**src/hw/rtl/fcl_ram.sv**
```systemverilog
// ----------------------------------------------------------------------------
// Generic single-port-write RAM
// One write port and one read port with registered, enabled read data.
// ----------------------------------------------------------------------------
`default_nettype none

module fcl_ram #(
  parameter int WIDTH = 8,
  parameter int DEPTH = 16
) (
  input  wire logic                     clk,
  input  wire logic                     we,
  input  wire logic [$clog2(DEPTH)-1:0] waddr,
  input  wire logic [WIDTH-1:0]         wdata,
  input  wire logic                     re,
  input  wire logic [$clog2(DEPTH)-1:0] raddr,
  output logic      [WIDTH-1:0]         rdata
);

  logic [WIDTH-1:0] mem [DEPTH];

  always_ff @(posedge clk) begin
    if (we) begin
      mem[waddr] <= wdata;
    end
  end

  always_ff @(posedge clk) begin
    if (re) begin
      rdata <= mem[raddr];
    end
  end

endmodule

`default_nettype wire

```
**config.mk**
```make
export PLATFORM = sky130hd
export DESIGN_NAME = fcl_ram
export DESIGN_NICKNAME = d
export VERILOG_FILES = /design/src/hw/rtl/fcl_ram.sv
export SDC_FILE = /design/constraint.sdc
export NUM_CORES = 1
export LEC_CHECK = 0
export BUFFER_PORTS_ARGS = -buffer_cell sky130_fd_sc_hd__buf_2
export CAP_MARGIN = 40
export CORE_MARGIN = 1.5
export CORE_UTILIZATION = 33
export CTS_CLUSTER_DIAMETER = 80
export DETAILED_ROUTE_END_ITERATION = 8
export GPL_ROUTABILITY_DRIVEN = 0
export PLACE_DENSITY = 0.51
export SYNTH_ARGS = -nofsm -noshare
export SYNTH_HDL_FRONTEND = slang
export SYNTH_SLANG_ARGS = --single-unit
export TNS_END_PERCENT = 30
```
**constraint.sdc**
```tcl
create_clock -name clk -period 2.1 [get_ports clk]
set_clock_uncertainty 0.1 [all_clocks]
set_input_delay 0.315 -clock clk [delete_from_list [all_inputs] [get_ports clk]]
set_output_delay 0.315 -clock clk [all_outputs]
set_load 0.01 [all_outputs]
```
; Yosys cells after proc, flatten, opt, wreduce, memory -nomap -nowiden
; Memory sizes are Yosys's and may differ from the RTL's. A register that Yosys moved wholly into a read port is not among the register bits.
; Index checks and enable logic that the tools add are counted.
[word_totals]
n_memories = 1
elab_cells = 3
in_bits = 19
out_inout_bits = 8
mem_bits_rw = 128
mem_bits_ro = 0
latch_bits = 0
reg_bits = 0
[op_classes]
n_lt_le_gt_ge = 0
n_shift = 0
mux = 2
bitwise = 0
n_addsub = 0
eq_ne = 0
multipliers = 0
div = 0
reduce_logical = 0
[mem_list]
columns = name, depth, word_bits, rd, rd_ports_with_merged_regs, write_ports, line
row1 = mem, 16, 8, 1, 1, 1, 20  ; logic [WIDTH-1:0] mem [DEPTH];
[ops]
columns = operator, count
row1 = two-way mux 1 bit, 2

; Logic depth before layout (Yosys ltp)
[logic_depth]
ltp_word = 2
ltp_mapped = 5
mapped_depth_nobuf = 3

; Worst setup path after synthesis
; No wires, ideal clock.
[synth_timing]
path_kind = in2reg
startpoint = in waddr[2]
endpoint = mem mem[0][0], enable pin
arrival_ns = 1.425
n_path_buf = 0
path_slack_ns = 0.192
setup_ns = 0.383
required_time_ns = 1.617
stages = 2
path_cell_list = or3b_2 > nor3_1
[synth_rtl]
columns = element, line
row1 = "start, declared", 13  ; input wire logic [$clog2(DEPTH)-1:0] waddr,
row2 = "end, declared", 20
; No word-level cell before the write port.

==> metrics.md <==
| Metric | Value |
|---|---|
| Placed standard-cell area | `approximately 5800 um^2` |
| Clk slew on worst S/H paths | `about 0.05 ns` |
| Yosys reg bits | `approximately 140` |
| Buf+Inv Stages, Crit Path | `0` |
| Min-delay worst type | `input port to flop` |
| Hold EP | `rdata[3]` |
| CTS Buffer Depth | `2` |
| Switch share | `0.191` |
| CP arrival | `1.61 ns` |
| Slew Limit Headroom | `0.669` |
| CP Class | `flop to flop` |
| Synthesized area | `roughly 5200 um^2` |
| CP top delay family | `multiplexers` |
| Final slew viol count | `0` |
| Final Non-Filler Cells | `about 510` |
| Post-synthesis sequential area ratio | `0.781` |
| Total grt overflow | `0` |
| R2r endpoint | `rdata[4]` |
| CP cell instances | `mux4_1 > a22oi_1 > nand2_1` |
| Setup TNS | `0 ns` |
| Worst-skew pair later-pin latency | `~0.42 ns` |
| Critical path depth | `3` |
| Leakage | `about 2.1 nW` |
| Core area | `15,300 um^2` |
| CTS Hold Bufs | `0` |
| Worst path max stage delay | `0.50 ns` |
| Reg-to-reg startpoint | `mem[9][4]` |
| Post-route ant nets | `0` |
| Fin nets | `309` |
| Tmin final | `~1.6 ns` |
| Psw | `between 1 and 1.5 mW` |
| P_int | `a little under 5 mW` |
| Startpoint types | `flop` |
| Crit share post-route | `0.743` |
| Hold Crit Start | `re` |
| First-pass GRT wire length | `between 15,000 and 20,000 um` |
| Footprint of the multi-input gates | `~1100 um^2` |
| Slew @ Worst Pin | `slightly below 0.5 ns` |
| DR WL/cell | `20.8 um` |
| Fillers | `1,377` |
| Buffers on Ports | `26` |
| Vias in the first global route | `2,647` |
| CTS tree | `yes` |
| DR pass1 iterations | `4` |
| Mapped Avg Cell Area | `~23 um^2` |
| Setup Fix Bufs, Post-CTS | `0` |
| Total number of vias | `about 2,500` |
| Fmax | `0.641 GHz` |
| Final Hold Vio Count | `0` |
| Tot Pwr | `approximately 6 mW` |
| CP endpoint kind | `flop` |
| Rows | `45` |
| Worst Path Required | `between 2 and 2.5 ns` |
| Synth warn | `0` |
| Clk root buf | `clkbuf_16` |
| Area growth, synth to finish | `20.1%` |
| Drt total wl | `10,600 um` |
| H-tree lvl count | `4` |
| DP Cell Count | `slightly below 500` |
| Reg power frac | `0.510` |
| Synth Instances | `about 230` |
| Maximum VDD drop | `0.000584 V` |
| GRT Total Usage | `0.142` |
| Pwr Density | `962 nW/um^2` |
| CP max FO | `1` |
| IO Count | `27` |
| Register area | `4080 um^2` |
| Die width | `around 130 um` |
| Die area | `around 17,000 um^2` |
| DRT iter0 DRCs | `261` |
| RSZ-0062 raised after global routing | `no` |
| Vias/cell | `4.87` |
| Count of different cell masters after synthesis | `18` |
| Die H | `between 100 and 150 um` |
| Initial antenna violation count | `0` |
| DR DRC count | `0` |
| Syn Nets | `around 250` |
| Clock buffer count from CTS | `17` |
| Hold path cells | `1` |
| Logic pwr share | `0.048` |
| Clock power share | `0.442` |
| Clk sink count | `between 100 and 150` |
| Starting Density | `0.341` |
| Status | `finished clean` |
| Layout cells sized above 1 | `0.303` |
| Worst-case reg-to-reg path depth | `3` |
| Post-route cell area | `6280 um^2` |
| CP max stage cell | `mux4_1` |
| Resize count post-CTS | `0` |
| Largest net degree at the start of global routing | `33` |
| Post-DP HPWL | `a little under 7000 um` |
| N_diodes | `0` |
| Setup slack, reg-to-reg | `between 0.5 and 0.6 ns` |
| Final setup violating endpoints | `0` |
| Max-cap check violation count | `0` |
## metal layers
metal | part of all wire | global-route usage | vias to the layer above | routed length, um
li1 | - | - | 1099 | -
met1 | 0.47 | 0.195 | 1334 | 5020
met2 | 0.48 | 0.213 | 55 | 5140
met3 | 0.039 | 0.0420 | 2 | 415
met4 | 0.0038 | 0.0542 | 0 | 40
met5 | 0 | 0 | - | 0
## worst max path at each step
stage | startpoint | endpoint | slack [ns]
2_1_floorplan | waddr[2] | mem[0][0] | 0.19
3_3_place_gp | raddr[0] | rdata[2] | 0.1
3_5_place_dp | raddr[0] | rdata[2] | 0.07
4_1_cts | mem[9][2] | rdata[2] | 0.46
5_1_grt | mem[9][2] | rdata[2] | 0.43
6_report | mem[9][4] | rdata[4] | 0.54
## power by group through the flow
stage          clock network [mW]  registers, mW  logic, mW
2_1_floorplan                   0           3.13      0.154
3_3_place_gp                    0           3.13      0.294
3_5_place_dp                    0           3.13      0.299
4_1_cts                      2.73           3.08      0.299
5_1_grt                      2.85           3.08      0.318
6_report                     2.67           3.08      0.291
## cell usage after synthesis
cell type        count  area share
and2b_1              1      0.0014
mux4_1              14       0.070
nor2b_1              1      0.0012
buf_4                1      0.0014
edfxtp_1           136        0.78
nor2_1              13      0.0093
nand2b_1             2      0.0024
mux4_2              18       0.078
nand3_1              1     0.00096
or3b_2               1      0.0017
and2_1               1      0.0012
clkdlybuf4s25_2      3      0.0057
a22oi_1             16       0.023
nand3b_1             2      0.0029
nand2_1              9      0.0065
nor3_1               4      0.0038
buf_6                3      0.0065
buf_2                3      0.0029
## layout make-up
cell class              instances  share of cell area
clock buffers                  22              0.0707
multi-input cells              83               0.168
repair buffers                 52              0.0558
clock inverters                 7              0.0128
flip-flops and latches        136               0.650
well taps                     211              0.0420
## sequential cells by signal, indices dropped and copies added (netlist names)
| register | flops |
|---|---|
| mem | 128 |
| rdata | 8 |
## per-stage QoR
stage | util | setup WS (ns) | hold WS (ns)
after detailed placement | 0.376 | 0.0675 | 0.600
after global placement | 0.376 | 0.0993 | 0.601
after global routing | 0.410 | 0.435 | 0.169
after CTS | 0.410 | 0.462 | 0.164
final | 0.410 | 0.539 | 0.169
after floorplan | - | 0.192 | 0.314
## placed cells by master, fill, tap and decap left out, drive strengths merged, types with 4 or more instances in the layout
| cell | n |
|---|---|
| edfxtp | 136 |
| buf | 52 |
| mux4 | 32 |
| clkbuf | 22 |
| a22oi | 16 |
| nor2 | 13 |
| nand2 | 9 |
| clkinv | 5 |
| nor3 | 4 |
## worst register-to-register path, cell delays in order (launching register included)
cell,delay (ns)
edfxtp_1,0.36
mux4_1,0.50
a22oi_1,0.26
nand2_1,0.09
## cell families after synthesis
group	after synthesis	synth area share
flip-flops	136	0.781
multiplexers	32	0.148
AO/OA/AOI/OAI	16	0.0230
AND/OR/NAND/NOR	35	0.0314
buffers and inverters	10	0.0165
No activity file was read; power rests on OpenSTA's default activity.
